[src/hdl/hemt_pkg.sv]
// Shared constants, types and helpers of the half-ellipse mask tessellator.
// Used by every module of the block; depends on nothing.
package hemt_pkg;

  localparam int SEG_W           = 10;
  localparam int MIN_SEGMENTS    = 2;
  localparam int IN_W            = 16;
  localparam int IN_FRAC         = 12;
  localparam int COORD_W         = 32;
  localparam int COORD_FRAC_BITS = 14;
  localparam int FRAC_Q          = 30;

  // long division of 2k * 2^30 by segments - 1
  localparam int NUM_W         = SEG_W + 1;
  localparam int DIV_BITS      = NUM_W + FRAC_Q;
  localparam int DIV_PER_STAGE = 2;
  localparam int DIV_STAGES    = (DIV_BITS + DIV_PER_STAGE - 1) / DIV_PER_STAGE;
  localparam int QUO_W         = FRAC_Q + 2;

  // angle and series arithmetic
  localparam int ANG_W        = 31;
  localparam int V_W          = 32;
  localparam int HORNER_TERMS = 7;
  localparam int HS           = 3 * HORNER_TERMS;
  localparam logic [ANG_W-1:0] ONE_Q30     = ANG_W'(1) << FRAC_Q;
  localparam logic [ANG_W-1:0] HALF_PI_Q30 = 31'd1686629713;

  // point arithmetic
  localparam int PT_W      = 48;
  localparam int PT_FRAC   = FRAC_Q + IN_FRAC;
  localparam int RND_SHIFT = PT_FRAC - COORD_FRAC_BITS;
  localparam logic signed [PT_W-1:0] ONE_PT  = PT_W'(1) <<< PT_FRAC;
  localparam logic signed [PT_W-1:0] RND_ADD = PT_W'(1) <<< (RND_SHIFT - 1);
  localparam logic signed [COORD_W-1:0] FAR_POS = COORD_W'(65000 * (1 << COORD_FRAC_BITS));
  localparam logic signed [COORD_W-1:0] FAR_NEG = -FAR_POS;

  typedef enum logic [2:0] {
    CFG_CENTER_X,
    CFG_CENTER_Y,
    CFG_RADIUS_X,
    CFG_RADIUS_Y,
    CFG_SEGMENTS,
    CFG_SWEEP_DIR,
    CFG_FILL_DIR,
    CFG_EYE_INDEX
  } cfg_idx_e;

  typedef enum logic [1:0] {
    EMIT_IDLE,
    EMIT_A,
    EMIT_B,
    EMIT_FAR
  } emit_state_e;

  typedef struct packed {
    logic signed [IN_W-1:0] center_x;
    logic signed [IN_W-1:0] center_y;
    logic signed [IN_W-1:0] radius_x;
    logic signed [IN_W-1:0] radius_y;
    logic [SEG_W-1:0]       seg_n;
    logic [SEG_W-1:0]       seg_n1;
    logic                   sweep_dir;
    logic                   fill_dir;
    logic                   eye_index;
  } cfg_t;

  typedef struct packed {
    logic first;
    logic final_seg;
  } seg_flags_t;

  typedef struct packed {
    logic [SEG_W-1:0] rem;
    logic [NUM_W-1:0] dvd;
    logic [QUO_W-1:0] quo;
  } div_state_t;

  typedef struct packed {
    logic [1:0]       quad;
    logic [ANG_W-1:0] x;
    logic [V_W-1:0]   x2;
  } ang_t;

  typedef struct packed {
    logic signed [COORD_W-1:0] ax;
    logic signed [COORD_W-1:0] ay;
    logic signed [COORD_W-1:0] bx;
    logic signed [COORD_W-1:0] by;
    logic                      hit;
    seg_flags_t                flags;
  } tri_t;

  // Divisor of Horner term k: (2k)(2k+1) for sine, (2k-1)(2k) for cosine
  function automatic int horner_div(int k, logic odd);
    return odd ? (2 * k) * (2 * k + 1) : (2 * k - 1) * (2 * k);
  endfunction

endpackage

[src/hdl/hemt_divider.sv]
// Index clamp and pipelined restoring divider, two lanes (points A and B).
// Depends on hemt_pkg; produces quadrant and quarter-turn fraction per point.
module hemt_divider import hemt_pkg::*; (
  input  logic                        clk_i,
  input  logic                        rst_ni,
  input  logic                        en_i,
  input  logic                        in_valid_i,
  input  logic [SEG_W-1:0]            step_index_i,
  input  cfg_t                        cfg_i,
  output logic                        out_valid_o,
  output seg_flags_t                  out_flags_o,
  output logic [1:0][QUO_W-1:0]       out_quo_o
);

  div_state_t st_q [DIV_STAGES+1][2];
  seg_flags_t flg_q [DIV_STAGES+1];
  logic [DIV_STAGES:0] vld_q;

  logic [SEG_W-1:0] idx_c;
  logic [SEG_W-1:0] ka_c;

  function automatic div_state_t div_step(div_state_t st, logic [SEG_W-1:0] dsr, int nst);
    div_state_t o;
    logic [SEG_W:0] trial;
    o = st;
    for (int j = 0; j < DIV_PER_STAGE; j++) begin
      if (j < nst) begin
        trial = {o.rem, o.dvd[NUM_W-1]};
        o.dvd = {o.dvd[NUM_W-2:0], 1'b0};
        if (trial >= {1'b0, dsr}) begin
          o.rem = SEG_W'(trial - {1'b0, dsr});
          o.quo = {o.quo[QUO_W-2:0], 1'b1};
        end else begin
          o.rem = trial[SEG_W-1:0];
          o.quo = {o.quo[QUO_W-2:0], 1'b0};
        end
      end
    end
    return o;
  endfunction

  // Clamp the index and pick the two angle indexes
  always_comb begin
    idx_c = (step_index_i > cfg_i.seg_n) ? cfg_i.seg_n : step_index_i;
    ka_c  = (idx_c == '0) ? '0 : idx_c - 1'b1;
  end

  // Load the dividends
  always_ff @(posedge clk_i) begin
    if (en_i) begin
      st_q[0][0] <= '{rem: '0, dvd: {ka_c, 1'b0}, quo: '0};
      st_q[0][1] <= '{rem: '0, dvd: {idx_c, 1'b0}, quo: '0};
      flg_q[0]   <= '{first: (idx_c == '0), final_seg: (idx_c == cfg_i.seg_n)};
    end
  end

  // Advance the valid bits
  always_ff @(posedge clk_i or negedge rst_ni) begin
    if (!rst_ni) begin
      vld_q <= '0;
    end else if (en_i) begin
      vld_q <= {vld_q[DIV_STAGES-1:0], in_valid_i};
    end
  end

  // Two quotient bits per stage, one in the last stage
  for (genvar s = 1; s <= DIV_STAGES; s++) begin : g_stage
    localparam int LEFT = DIV_BITS - (s - 1) * DIV_PER_STAGE;
    localparam int NST  = (LEFT < DIV_PER_STAGE) ? LEFT : DIV_PER_STAGE;
    always_ff @(posedge clk_i) begin
      if (en_i) begin
        st_q[s][0] <= div_step(st_q[s-1][0], cfg_i.seg_n1, NST);
        st_q[s][1] <= div_step(st_q[s-1][1], cfg_i.seg_n1, NST);
        flg_q[s]   <= flg_q[s-1];
      end
    end
  end

  assign out_valid_o  = vld_q[DIV_STAGES];
  assign out_flags_o  = flg_q[DIV_STAGES];
  assign out_quo_o[0] = st_q[DIV_STAGES][0].quo;
  assign out_quo_o[1] = st_q[DIV_STAGES][1].quo;

endmodule

[config.mk]
export PLATFORM = sky130hd
export DESIGN_NAME = hemt_divider
export DESIGN_NICKNAME = d
export VERILOG_FILES = /design/src/hdl/hemt_pkg.sv /design/src/hdl/hemt_divider.sv
export SDC_FILE = /design/constraint.sdc
export NUM_CORES = 2
export LEC_CHECK = 0
export CAP_MARGIN = 5
export CORE_ASPECT_RATIO = 0.5
export CORE_UTILIZATION = 50
export CTS_BUF_LIST = sky130_fd_sc_hd__clkbuf_16
export DETAILED_ROUTE_END_ITERATION = 16
export DONT_BUFFER_PORTS = 1
export GPL_TIMING_DRIVEN = 0
export PLACE_DENSITY_LB_ADDON = 0.05
export SETUP_SLACK_MARGIN = 0.3
export SYNTH_ARGS = -nofsm -noshare
export SYNTH_HDL_FRONTEND = slang
export SYNTH_SLANG_ARGS = --single-unit
[constraint.sdc]
create_clock -name clk_i -period 14.9 [get_ports clk_i]
set_input_delay 1.49 -clock clk_i [delete_from_list [all_inputs] [get_ports clk_i]]
set_output_delay 1.49 -clock clk_i [all_outputs]
set_load 0.05 [all_outputs]
# == Word-level counts from Yosys, hierarchy flattened ==
# Memories as Yosys holds them, arrays and structs flattened.
# Index checks and enable logic that the tools add are counted.
# totals
ff_bits,22
ramBits,2376
inputBits,101
output_inout_bits,67
mem_count,2
# classes
n_addsub,83
magnitude_cmp,83
n_eq_ne,1
mux,250
reduce_logical,1
# memory_table
name,depth,word_bits,read_ports,rd_clocked_by_memory_dff,write_ports,line_no,text
st_q,22,106,22,0,22,hemt_divider.sv:15,div_state_t st_q [DIV_STAGES+1][2];
flg_q,22,2,22,0,22,hemt_divider.sv:16,seg_flags_t flg_q [DIV_STAGES+1];
# op_table
op,count
two-way mux 53 bit,82
>= comparator 11 x 10 -> 1 bit,82
two-way mux 10 bit,84
subtractor 10 bit,82
two-way mux 1 bit,84
== test 10 bit,1
greater-than comparator 10 bit,1
zero test 10 bit,1
"subtractor 10 x 1 -> 10 bit, second input constant",1

# == Logic depth before layout (Yosys ltp) ==
# logic_depth
depth_word,6
ltp_mapped,24
mapped_depth_nobuf,18

# == Worst setup path after synthesis ==
# OpenSTA, ideal clock, no wires.
# synth_path
path_type,input-to-reg
from,input cfg_i[4] (netlist name)
to,"memory st_q[0][415] (netlist name), data pin"
setup_ps,260
arrival_ps,8005
setup_slack_ps,6636
stages,18
path_buffers,2
cell_sequence,clkbuf_1 > inv_1 > ha_1 > nor2b_1 > o31ai_1 > a211o_1 > o311ai_1 > clkbuf_1 > nor2_1 > a21oi_1 > ha_1 > nor2b_1 > o211ai_1 > a311oi_1 > a2111oi_0 > o21ai_0 > nor3_2 > mux2_2
# synth_lines
item,line_no,text
"start, declared",hemt_divider.sv:9,"input cfg_t cfg_i,"
"end, declared",hemt_divider.sv:15,

==> metrics.cfg <==
[clocking]
cts.htree.levels=3
post_cts_resized=0
cts-root-buf=clkbuf_16
cts.clk_slew.worst_paths_ps=60
cts.sinks=1102
cts_tree=yes
cts_made_buffers=104
post_cts_buffers=0
clockBufferDepth=3
clk_latency_ps=730
cts_hold_buf=0

[cells_and_area]
nFillCells=13100
drive_above_1_share_pct=11.7
area_delta_synth_final_pct=8.62
nets=8148
final_cells=9368

[synthesis]
async_flop_share_pct=2.00
seq_area_frac_synth_pct=42.6
ys_seq_elements=1102
synth-edff-count=1080
synth_nets=8019
synth_cell_types=99
avgSynthCellArea_sq_um=10.9
ys_warn_count=0
synthCells=7087
ys.flop_type=edfxtp_1
syn_area_sq_um=77400

[setup_path]
worstRegToRegCells=16
path_class=in -> reg
critPathTopFamily=buffers and inverters
timing.rr.start=st_q[0][308]
r2r-end=st_q[0][419]
critical_path_required_ps=15370
critical_path.max_fanout=52
path_cells=buf_4 -> buf_2 -> buf_4 -> inv_1 -> clkbuf_2 -> clkbuf_2 -> buf_2 -> buf_12 -> ha_1 -> nand4_1 -> o21ai_0 -> o21ai_0 -> o21ai_1 -> clkbuf_1 -> and2_1 -> ha_1 -> nor2b_1 -> o31ai_1 -> a21oi_1 -> and4_1 -> nor3_2 -> nor3b_4 -> mux2_2
critPathBufInv=9
r2r_slack_ps=9060
crit_slowest_cell=buf_2
critPathArrivalTime_ps=9690
cpPeakStageDelay_ps=820
worst_setup_path_end_kind=flop
crit_start=cfg_i[3]
crit_path_start_kind=primary input

[drt]
vias_per_cell=6.11
vias=57200
first_iter_violations=4385
drtAntennaViolNets=0
wl_microns=198000
drc_errors=0
wl_per_cell_microns=21.1
drt_pass1_iterations=6

[job]
max_cap_viol_count=0

[place]
portBuffers=0
place_ws_ps=5040
post-place-cells=9165
dp_hpwl_microns=133000
gp_congestion=0.895

[sta]
clock_skew_ps=34.6
fin_setup_tns_ps=0
slew_headroom_pct=0.738
finalCritPeriodShare_pct=61.9
setup_viol=0
fmax_mhz=108
final-max-slew-violation-count=0
setup_slack_ps=5680
tightest_slew_ps=1490
period_minus_slack_ps=9220
finalHoldViolations=0
rsz0062_at_grt=false

[floorplanning]
initial_core_util_pct=50.7
core_sq_um=153000
dieArea_sq_um=157000
die-width_microns=558
dieHeight_microns=280
rows=101
num_io_pins=168

[global_route]
grt_max_degree=1085
use_met3_pct=3.77
met2_usage_pct=40.6
grt_use_total_pct=24.8
use_met1_pct=34.2
first_global_vias=56200
busiest_layer=met2
overflow=0
grt_antenna_before_repair=7
grt_pass1_wl_microns=308000

[worst_hold_path]
hold_depth=0
min_path_type=reg -> reg
hold_start=st_q[2][174]
min_to=st_q[2][282]

[status]
status=completed

how the worst max path moves through the flow:
stage	endpoint	slack, ps	cells past startpoint
floorplan	st_q[0][415]	6640	18
global placement	st_q[1][687]	1780	22
global route	st_q[1][469]	5410	23
CTS	st_q[1][469]	5800	23
detailed placement	st_q[1][683]	5040	23
finish	st_q[1][687]	5680	23
per-stage QoR:
stage               area, sq um  hold WS [ps]  utilization [%]
floorplan                 77400           400                -
finish                    84100           407             55.1
global placement          80000           400             52.4
global route              84100           412             55.1
CTS                       83900           411             55.0
detailed placement        80500           405             52.7
worst register-to-register path, delay by kind of cell (launching register included):
family	cells	cell delay, ps
AO/OA/AOI/OAI	8	2520
AND/OR/NAND/NOR	4	1170
adder cells (fa/ha/maj)	2	620
flip-flops	1	440
multiplexers	1	430
buffers and inverters	1	420
flip-flops by register name, indices dropped and copies added (netlist names):
name / cells
st_q: 1036
flg_q: 44
vld_q: 22
cell usage after synthesis (all sizes together), types with 48 or more instances:
library cell	number	area, sq um
edfxtp	1080	32400
nand3	114	576
clkbuf	64	240
nand4	128	801
a211oi	91	713
nor2b	117	732
o21a	175	1310
and2	70	438
xor2	165	1450
fa	48	961
ha	783	9800
mux2	425	4790
nand2	360	1360
nor2	572	2150
inv	231	867
a21oi	453	2270
a21o	148	1110
o21ai	378	1900
buf	93	639
mux2i	48	480
a31oi	62	394
xnor2	300	2630
nand2b	153	957
o31ai	52	435
nor3	179	926
final cells by class:
class,instances,area [sq um],area share [%]
Buffer,157,895,1.06
Clock buffer,107,2680,3.18
Tap cell,2060,2580,3.06
Multi-Input combinational cell,5595,42700,50.8
Antenna cell,4,10.0,0.0119
Inverter,233,920,1.09
Clock inverter,87,790,0.939
Timing Repair Buffer,23,561,0.667
Sequential cell,1102,33000,39.2
cell usage in the layout, fill, tap and decap left out, types with 128 or more instances in the layout:
cell | netlist | routed
edfxtp_1 | 1080 | 1080
ha_1 | 783 | 783
nor2_1 | 572 | 572
a21oi_1 | 453 | 453
mux2_2 | 416 | 416
o21ai_0 | 365 | 365
nand2_1 | 356 | 356
xnor2_1 | 300 | 300
inv_1 | 230 | 234
o21a_1 | 175 | 175
nor3_1 | 173 | 173
xor2_1 | 165 | 165
nand2b_1 | 153 | 153
a21o_1 | 148 | 148
nand4_1 | 128 | 128
cells by family (layout without fill, tap and decap cells):
kind of cell	count (synthesis)	count (layout)	synth area share (%)
xor gates and xnor gates	465	465	5.26
AOI/OAI and AO/OA	1864	1864	16.3
other	0	4	0
DFF	1102	1102	42.6
and+or+nand+nor	1962	1962	12.9
muxes	473	473	6.80
adders and majority gates	831	831	13.9
buffers and inverters	390	607	2.27
per-layer routing:
metal | part of all wire [%] | vias to the layer above
li1 | - | 27600
met1 | 46 | 27800
met2 | 46 | 1502
met3 | 5.7 | 347
met4 | 2.6 | 0
met5 | 0 | -
Power is not shown: default switching activity piles up to over one toggle a cycle in this logic, so the estimate is an artifact.
