File: src/hdl/hemt_pkg.sv
// Shared constants, types and helpers of the half-ellipse mask tessellator.
// Used by every module of the block; depends on nothing.
package hemt_pkg;

  localparam int SEG_W           = 10;
  localparam int MIN_SEGMENTS    = 2;
  localparam int IN_W            = 16;
  localparam int IN_FRAC         = 12;
  localparam int COORD_W         = 32;
  localparam int COORD_FRAC_BITS = 14;
  localparam int FRAC_Q          = 30;

  // long division of 2k * 2^30 by segments - 1
  localparam int NUM_W         = SEG_W + 1;
  localparam int DIV_BITS      = NUM_W + FRAC_Q;
  localparam int DIV_PER_STAGE = 2;
  localparam int DIV_STAGES    = (DIV_BITS + DIV_PER_STAGE - 1) / DIV_PER_STAGE;
  localparam int QUO_W         = FRAC_Q + 2;

  // angle and series arithmetic
  localparam int ANG_W        = 31;
  localparam int V_W          = 32;
  localparam int HORNER_TERMS = 7;
  localparam int HS           = 3 * HORNER_TERMS;
  localparam logic [ANG_W-1:0] ONE_Q30     = ANG_W'(1) << FRAC_Q;
  localparam logic [ANG_W-1:0] HALF_PI_Q30 = 31'd1686629713;

  // point arithmetic
  localparam int PT_W      = 48;
  localparam int PT_FRAC   = FRAC_Q + IN_FRAC;
  localparam int RND_SHIFT = PT_FRAC - COORD_FRAC_BITS;
  localparam logic signed [PT_W-1:0] ONE_PT  = PT_W'(1) <<< PT_FRAC;
  localparam logic signed [PT_W-1:0] RND_ADD = PT_W'(1) <<< (RND_SHIFT - 1);
  localparam logic signed [COORD_W-1:0] FAR_POS = COORD_W'(65000 * (1 << COORD_FRAC_BITS));
  localparam logic signed [COORD_W-1:0] FAR_NEG = -FAR_POS;

  typedef enum logic [2:0] {
    CFG_CENTER_X,
    CFG_CENTER_Y,
    CFG_RADIUS_X,
    CFG_RADIUS_Y,
    CFG_SEGMENTS,
    CFG_SWEEP_DIR,
    CFG_FILL_DIR,
    CFG_EYE_INDEX
  } cfg_idx_e;

  typedef enum logic [1:0] {
    EMIT_IDLE,
    EMIT_A,
    EMIT_B,
    EMIT_FAR
  } emit_state_e;

  typedef struct packed {
    logic signed [IN_W-1:0] center_x;
    logic signed [IN_W-1:0] center_y;
    logic signed [IN_W-1:0] radius_x;
    logic signed [IN_W-1:0] radius_y;
    logic [SEG_W-1:0]       seg_n;
    logic [SEG_W-1:0]       seg_n1;
    logic                   sweep_dir;
    logic                   fill_dir;
    logic                   eye_index;
  } cfg_t;

  typedef struct packed {
    logic first;
    logic final_seg;
  } seg_flags_t;

  typedef struct packed {
    logic [SEG_W-1:0] rem;
    logic [NUM_W-1:0] dvd;
    logic [QUO_W-1:0] quo;
  } div_state_t;

  typedef struct packed {
    logic [1:0]       quad;
    logic [ANG_W-1:0] x;
    logic [V_W-1:0]   x2;
  } ang_t;

  typedef struct packed {
    logic signed [COORD_W-1:0] ax;
    logic signed [COORD_W-1:0] ay;
    logic signed [COORD_W-1:0] bx;
    logic signed [COORD_W-1:0] by;
    logic                      hit;
    seg_flags_t                flags;
  } tri_t;

  // Divisor of Horner term k: (2k)(2k+1) for sine, (2k-1)(2k) for cosine
  function automatic int horner_div(int k, logic odd);
    return odd ? (2 * k) * (2 * k + 1) : (2 * k - 1) * (2 * k);
  endfunction

endpackage

File: src/hdl/hemt_emit.sv
// Output sequencer: holds one triangle and sends its three vertices.
// Depends on hemt_pkg; its take signal stalls the whole pipeline.
module hemt_emit import hemt_pkg::*; (
  input  logic                      clk_i,
  input  logic                      rst_ni,
  input  logic                      in_valid_i,
  input  tri_t                      in_tri_i,
  input  cfg_t                      cfg_i,
  output logic                      take_o,
  output logic                      out_valid_o,
  input  logic                      out_ready_i,
  output logic signed [COORD_W-1:0] vert_x_o,
  output logic signed [COORD_W-1:0] vert_y_o,
  output logic                      eye_o,
  output logic                      last_o
);

  emit_state_e state_q, state_d;
  tri_t        tri_q;
  logic        load_c;

  // Hold the state
  always_ff @(posedge clk_i or negedge rst_ni) begin
    if (!rst_ni) begin
      state_q <= EMIT_IDLE;
    end else begin
      state_q <= state_d;
    end
  end

  // Capture a triangle
  always_ff @(posedge clk_i) begin
    if (load_c) begin
      tri_q <= in_tri_i;
    end
  end

  // Step through the vertices; drop items that miss the square
  always_comb begin
    state_d     = state_q;
    take_o      = 1'b0;
    load_c      = 1'b0;
    out_valid_o = 1'b1;
    last_o      = 1'b0;
    vert_x_o    = tri_q.ax;
    vert_y_o    = tri_q.flags.first ? FAR_POS : tri_q.ay;
    case (state_q)
      EMIT_IDLE: begin
        out_valid_o = 1'b0;
        take_o      = 1'b1;
        if (in_valid_i && in_tri_i.hit) begin
          load_c  = 1'b1;
          state_d = EMIT_A;
        end
      end
      EMIT_A: begin
        if (out_ready_i) begin
          state_d = EMIT_B;
        end
      end
      EMIT_B: begin
        vert_x_o = tri_q.flags.final_seg ? tri_q.ax : tri_q.bx;
        vert_y_o = tri_q.flags.final_seg ? FAR_NEG : tri_q.by;
        if (out_ready_i) begin
          state_d = EMIT_FAR;
        end
      end
      EMIT_FAR: begin
        vert_x_o = cfg_i.fill_dir ? FAR_NEG : FAR_POS;
        vert_y_o = tri_q.ay;
        last_o   = 1'b1;
        if (out_ready_i) begin
          take_o = 1'b1;
          if (in_valid_i && in_tri_i.hit) begin
            load_c  = 1'b1;
            state_d = EMIT_A;
          end else begin
            state_d = EMIT_IDLE;
          end
        end
      end
      default: begin
        out_valid_o = 1'b0;
        state_d     = EMIT_IDLE;
      end
    endcase
  end

  assign eye_o = cfg_i.eye_index;

`ifndef SYNTHESIS
  a_take_on_final: assert property (@(posedge clk_i) disable iff (!rst_ni)
    (take_o && out_valid_o) |-> (last_o && out_ready_i))
    else $error("pipeline advanced while a triangle was still pending");

  a_start_first: assert property (@(posedge clk_i) disable iff (!rst_ni)
    $rose(out_valid_o) |-> !last_o)
    else $error("triangle started on its closing vertex");

  a_load_shows: assert property (@(posedge clk_i) disable iff (!rst_ni)
    (take_o && in_valid_i && in_tri_i.hit) |=> (out_valid_o && !last_o))
    else $error("captured triangle did not start on the output");
`endif

endmodule

File: config.mk
export PLATFORM = sky130hd
export DESIGN_NAME = hemt_emit
export DESIGN_NICKNAME = d
export VERILOG_FILES = /design/src/hdl/hemt_pkg.sv /design/src/hdl/hemt_emit.sv
export SDC_FILE = /design/constraint.sdc
export NUM_CORES = 1
export LEC_CHECK = 0
export ABC_CLOCK_PERIOD_IN_PS = 9800
export BUFFER_PORTS_ARGS = -buffer_cell sky130_fd_sc_hd__buf_2
export CAP_MARGIN = 20
export CORE_ASPECT_RATIO = 1.75
export CORE_UTILIZATION = 30
export DETAILED_ROUTE_END_ITERATION = 10
export PLACE_DENSITY = 0.57
export SETUP_SLACK_MARGIN = 0.1
export SYNTH_ARGS = -nofsm -noshare
export SYNTH_HDL_FRONTEND = slang
export SYNTH_SLANG_ARGS = --single-unit
export TNS_END_PERCENT = 1
File: constraint.sdc
create_clock -name clk_i -period 9.8 [get_ports clk_i]
set_clock_uncertainty 0.15 [all_clocks]
set_input_delay 1.96 -clock clk_i [delete_from_list [all_inputs] [get_ports clk_i]]
set_output_delay 1.96 -clock clk_i [all_outputs]
set_load 0.005 [all_outputs]
---- Word level (Yosys, flattened, before mapping) ----
Index checks and enable logic that the tools add are counted.
W data, S select, Z words.
operators by class
  equality and inequality tests ........... 7
  mux-type cells .......................... 19
  reduce and logical (&&, ||, !) cells .... 3
operators with widths
  cell                  count
  $mux W32              4
  $pmux W32 S2          2
  $mux W2               4
  $ne A2 B2 Y1 const B  4
  $pmux W2 S4           1
  $mux W1               6
  $eq A2 B2 Y1 const B  2
  $pmux W1 S2           2
  $reduce_and A4 Y1     1
  $eq A2 B1 Y1 const B  1
  $logic_not A2 Y1      1
  $logic_and A1 B1 Y1   1
storage, ports and cells
  flip-flop bits (word level) ............. 132
  input port bits ......................... 222
  output and inout bits ................... 68
  word-level logic and storage cells ...... 36

---- Depth between registers and ports, before layout ----
  word-level depth ........................ 4
  depth in mapped cells ................... 7

---- Worst setup path after synthesis ----
No wires, ideal clock.
  path type ............................... input to register
  from .................................... input out_ready_i
  to ...................................... register tri_q[0] (netlist bit), enable pin
  arrival time ............................ 10.841 ns
  slack ................................... -1.971 ns
  stages on the path ...................... 2
  cell sequence ........................... a21oi_1 -> nor3_1
on the way
  longest elaborated chain between the ends .. 2
RTL lines
  element                 RTL line         RTL
  start: declaration      hemt_emit.sv:11  input logic out_ready_i,
  $mux W1                 hemt_emit.sv:72  if (out_ready_i) begin
  $pmux W1 S2             hemt_emit.sv:47  case (state_q)
  via load_c              hemt_emit.sv:20  logic load_c;
  end signal: assignment  hemt_emit.sv:34  tri_q <= in_tri_i;
  end: declaration        hemt_emit.sv:19  tri_t tri_q;
The timed path passes the listed nets, and every way through them passes these cells.
A chain may end at the register's enable or synchronous reset.

---- Final worst setup path ----
  from .................................... input cfg_i[1] (netlist bit)
  to ...................................... output vert_x_o[24]
on the way
  longest elaborated chain between the ends .. 2
RTL lines
  element             RTL line         RTL
  start: declaration  hemt_emit.sv:8   input cfg_t cfg_i,
  $mux W32            hemt_emit.sv:69  vert_x_o = cfg_i.fill_dir ? FAR_NEG : FAR_POS;
  $pmux W32 S2        hemt_emit.sv:47
  end: declaration    hemt_emit.sv:12  output logic signed [COORD_W-1:0] vert_x_o,
Every way passes these cells.

==> results.sh <==
export IMPL_io_buffers=202
export IMPL_period_share_pct=54.5
export IMPL_hold_class="register to register"
export IMPL_ys_flop_type="edfxtp_1"
export IMPL_die_h_um=176
export IMPL_p_per_area_nw_per_um2=293
export IMPL_clkSlewWorstSetupHoldPaths_ns=0.06
export IMPL_finalWirelength_um=12400
export IMPL_yosys_area_top_type="edfxtp_1"
export IMPL_hold_path_startpoint="state_q[1]"
export IMPL_num_nets_final=769
export IMPL_antenna_found_initial=0
export IMPL_min_to="state_q[1]"
export IMPL_yosys_warnings=0
export IMPL_cts_tree="built"
export IMPL_row_count=63
export IMPL_grt_pass1_vias=3685
export IMPL_dpl_hpwl_um=8470
export IMPL_wl_per_cell_um=15.8
export IMPL_synth_most_common_cell="edfxtp_1"
export IMPL_gp_congestion=0.724
export IMPL_grt_pass1_wl_um=18500
export IMPL_async_flop_share_pct=1.52
export IMPL_syn_avg_cell_area_um2=15.6
export IMPL_worstMarginPinSlew_ns=1.04
export IMPL_synth_edff_count=130
export IMPL_die_w_um=102
export IMPL_drtIter0Drc=107
export IMPL_placed_area_um2=6420
export IMPL_cts_num_sinks=132
export IMPL_cp_arrival_ns=3.24
export IMPL_tns_ns=0
export IMPL_end_kind="output port"
export IMPL_r2r_end="tri_q[37]"
export IMPL_max_slew_margin_pct=30.4
export IMPL_ys_seq_elements=132
export IMPL_vias=3503
export IMPL_clockBufferDepth=2
export IMPL_clock_latency_ns=0.40
export IMPL_fmax_mhz=187
export IMPL_dr_pass1_iters=4
export IMPL_design_die_area_um2=17900
export IMPL_worst_r2r_setup_slack_ns=6.62
export IMPL_core_um2=16900
export IMPL_p_leak_nw=2.81
export IMPL_grt_usage_pct=14.1
export IMPL_grt_overflow_total=0
export IMPL_syn_area_um2=5200
export IMPL_critPathMaxFanout=10
export IMPL_min_period_ns=5.35
export IMPL_cts_setup_buffers=0
export IMPL_stdcell_area_um2=7060
export IMPL_ios=290
export IMPL_fillers=1604
export IMPL_post_cts_resized=0
export IMPL_hold_path_depth=1
export IMPL_grt_max_degree=84
export IMPL_cap_violations=0
export IMPL_synthTopCellsByArea="edfxtp_1, nand2_1, a22o_1"
export IMPL_synth_seq_area_share_pct=76.0
export IMPL_n_antenna_cell=0
export IMPL_h_tree_depth=4
export IMPL_finalHoldViolCount=0
export IMPL_synth_common_cells="edfxtp_1, nand2_1, o21ai_0, a21oi_1, a22o_1"
export IMPL_final_antenna_net_count=0
export IMPL_drive_gt1_share_pct=44.8
export IMPL_initial_utilization_pct=30.7
export IMPL_synthesis_instances=334
export IMPL_syn_to_final_growth_pct=35.7
export IMPL_cts_buffers=17
export IMPL_r2r_cells=5
export IMPL_cts_hold_buf=0
export IMPL_ir_worst_vdd_mv=0.130
export IMPL_viasPerCell=4.49
export IMPL_drv_slew=0
export IMPL_setup_viol=0
export IMPL_status="completed"
export IMPL_yosysTopAreaCellShare_pct=75.1
export IMPL_crit_path_start_kind="primary input"
export IMPL_syn_nets=563
export IMPL_crit_type="primary input to output port"
export IMPL_r2r_start="state_q[1]"
export IMPL_rsz0062_at_grt="no"
export IMPL_clockRootBuffer="clkbuf_16"
export IMPL_utilization_pct=41.6
export IMPL_cp_required_ns=7.69
export IMPL_route_detailed_drc=0
export IMPL_synthDistinctLibCells=31
export IMPL_whs_ns=0.529
==> power breakdown <==
part,internal (W),total (W),switching (W)
logic,0.000276,0.000657,0.000381
registers,0.000700,0.000723,0.0000230
clock network,0.000450,0.000687,0.000237
total,0.00143,0.00207,0.000641
==> how the worst max path moves through the flow <==
stage                      startpoint           end  slack [ns]  depth (start not counted)
final                        cfg_i[1]  vert_x_o[24]        4.45                          5
after floorplan           out_ready_i      tri_q[0]        2.05                          2
after global routing         cfg_i[1]  vert_x_o[24]        4.33                          5
after CTS                    cfg_i[1]  vert_x_o[24]        4.37                          5
after detailed placement     cfg_i[1]  vert_x_o[24]        4.37                          5
after global placement       cfg_i[1]  vert_x_o[22]        4.39                          5
==> stage by stage <==
stage / total power [W] / std cells / setup slack (ns)
finish: 0.00207 / 780 / 4.45
global route: 0.00219 / 780 / 4.33
CTS: 0.00210 / 780 / 4.37
detailed placement: 0.00140 / 748 / 4.37
global placement: 0.00139 / 747 / 4.39
floorplan: 0.00114 / 334 / 2.05
==> layout by cell type, fill, tap and decap left out, drive strengths merged <==
cell type  instances
a22oi             10
o21ba              1
ha                 7
nand2             46
o221ai             1
nor2b              3
o211ai             1
clkinvlp           2
a21bo              1
a2bb2oi           11
o21ai             32
nor2              15
clkinv             7
dfrtp              2
nor3               3
a21oi             20
inv                3
a22o              17
a311o              1
nand2b             1
bufinv             5
o2bb2ai            1
edfxtp           130
clkbuf            18
buf              208
mux2i              4
mux2               1
o21bai             2
==> kinds of logic (layout without fill, tap and decap cells) <==
logic type / Yosys count / after routing / share of synthesized area, %
buf+inv: 24 / 243 / 3.03
flops: 132 / 132 / 76.0
compound gates: 98 / 98 / 12.9
simple gates: 68 / 68 / 5.41
fa+ha+maj: 7 / 7 / 1.68
mux: 5 / 5 / 0.986
==> metal layers <==
metal / global-route usage (%) / up-vias / wire length [um]
li1: - / 1691 / -
met1: 14.3 / 1623 / 4660
met2: 24.1 / 169 / 6170
met3: 6.25 / 20 / 1240
met4: 7.07 / 0 / 280
met5: 0 / - / 0
==> registers in the layout (all words and copies together), names as in the netlist <==
register  flops
state_q       2
tri_q       130
==> worst max-delay path: stages <==
cell       delay [ns]
buf_2            0.10
nand2b_1         0.17
nor2b_1          0.64
a2bb2oi_1        0.18
buf_2            0.18
==> layout make-up <==
cell class	count	area (um^2)	share of cell area, %
Timing Repair Buffer	208	1060	15.1
Tap cell	227	284	4.03
Sequential cell	132	3950	56.0
Multi-Input combinational cell	178	1100	15.6
Clock inverter	14	210	2.98
Clock buffer	18	429	6.08
Inverter	3	11.3	0.160
Note: power is estimated with default switching activity, not from simulation.
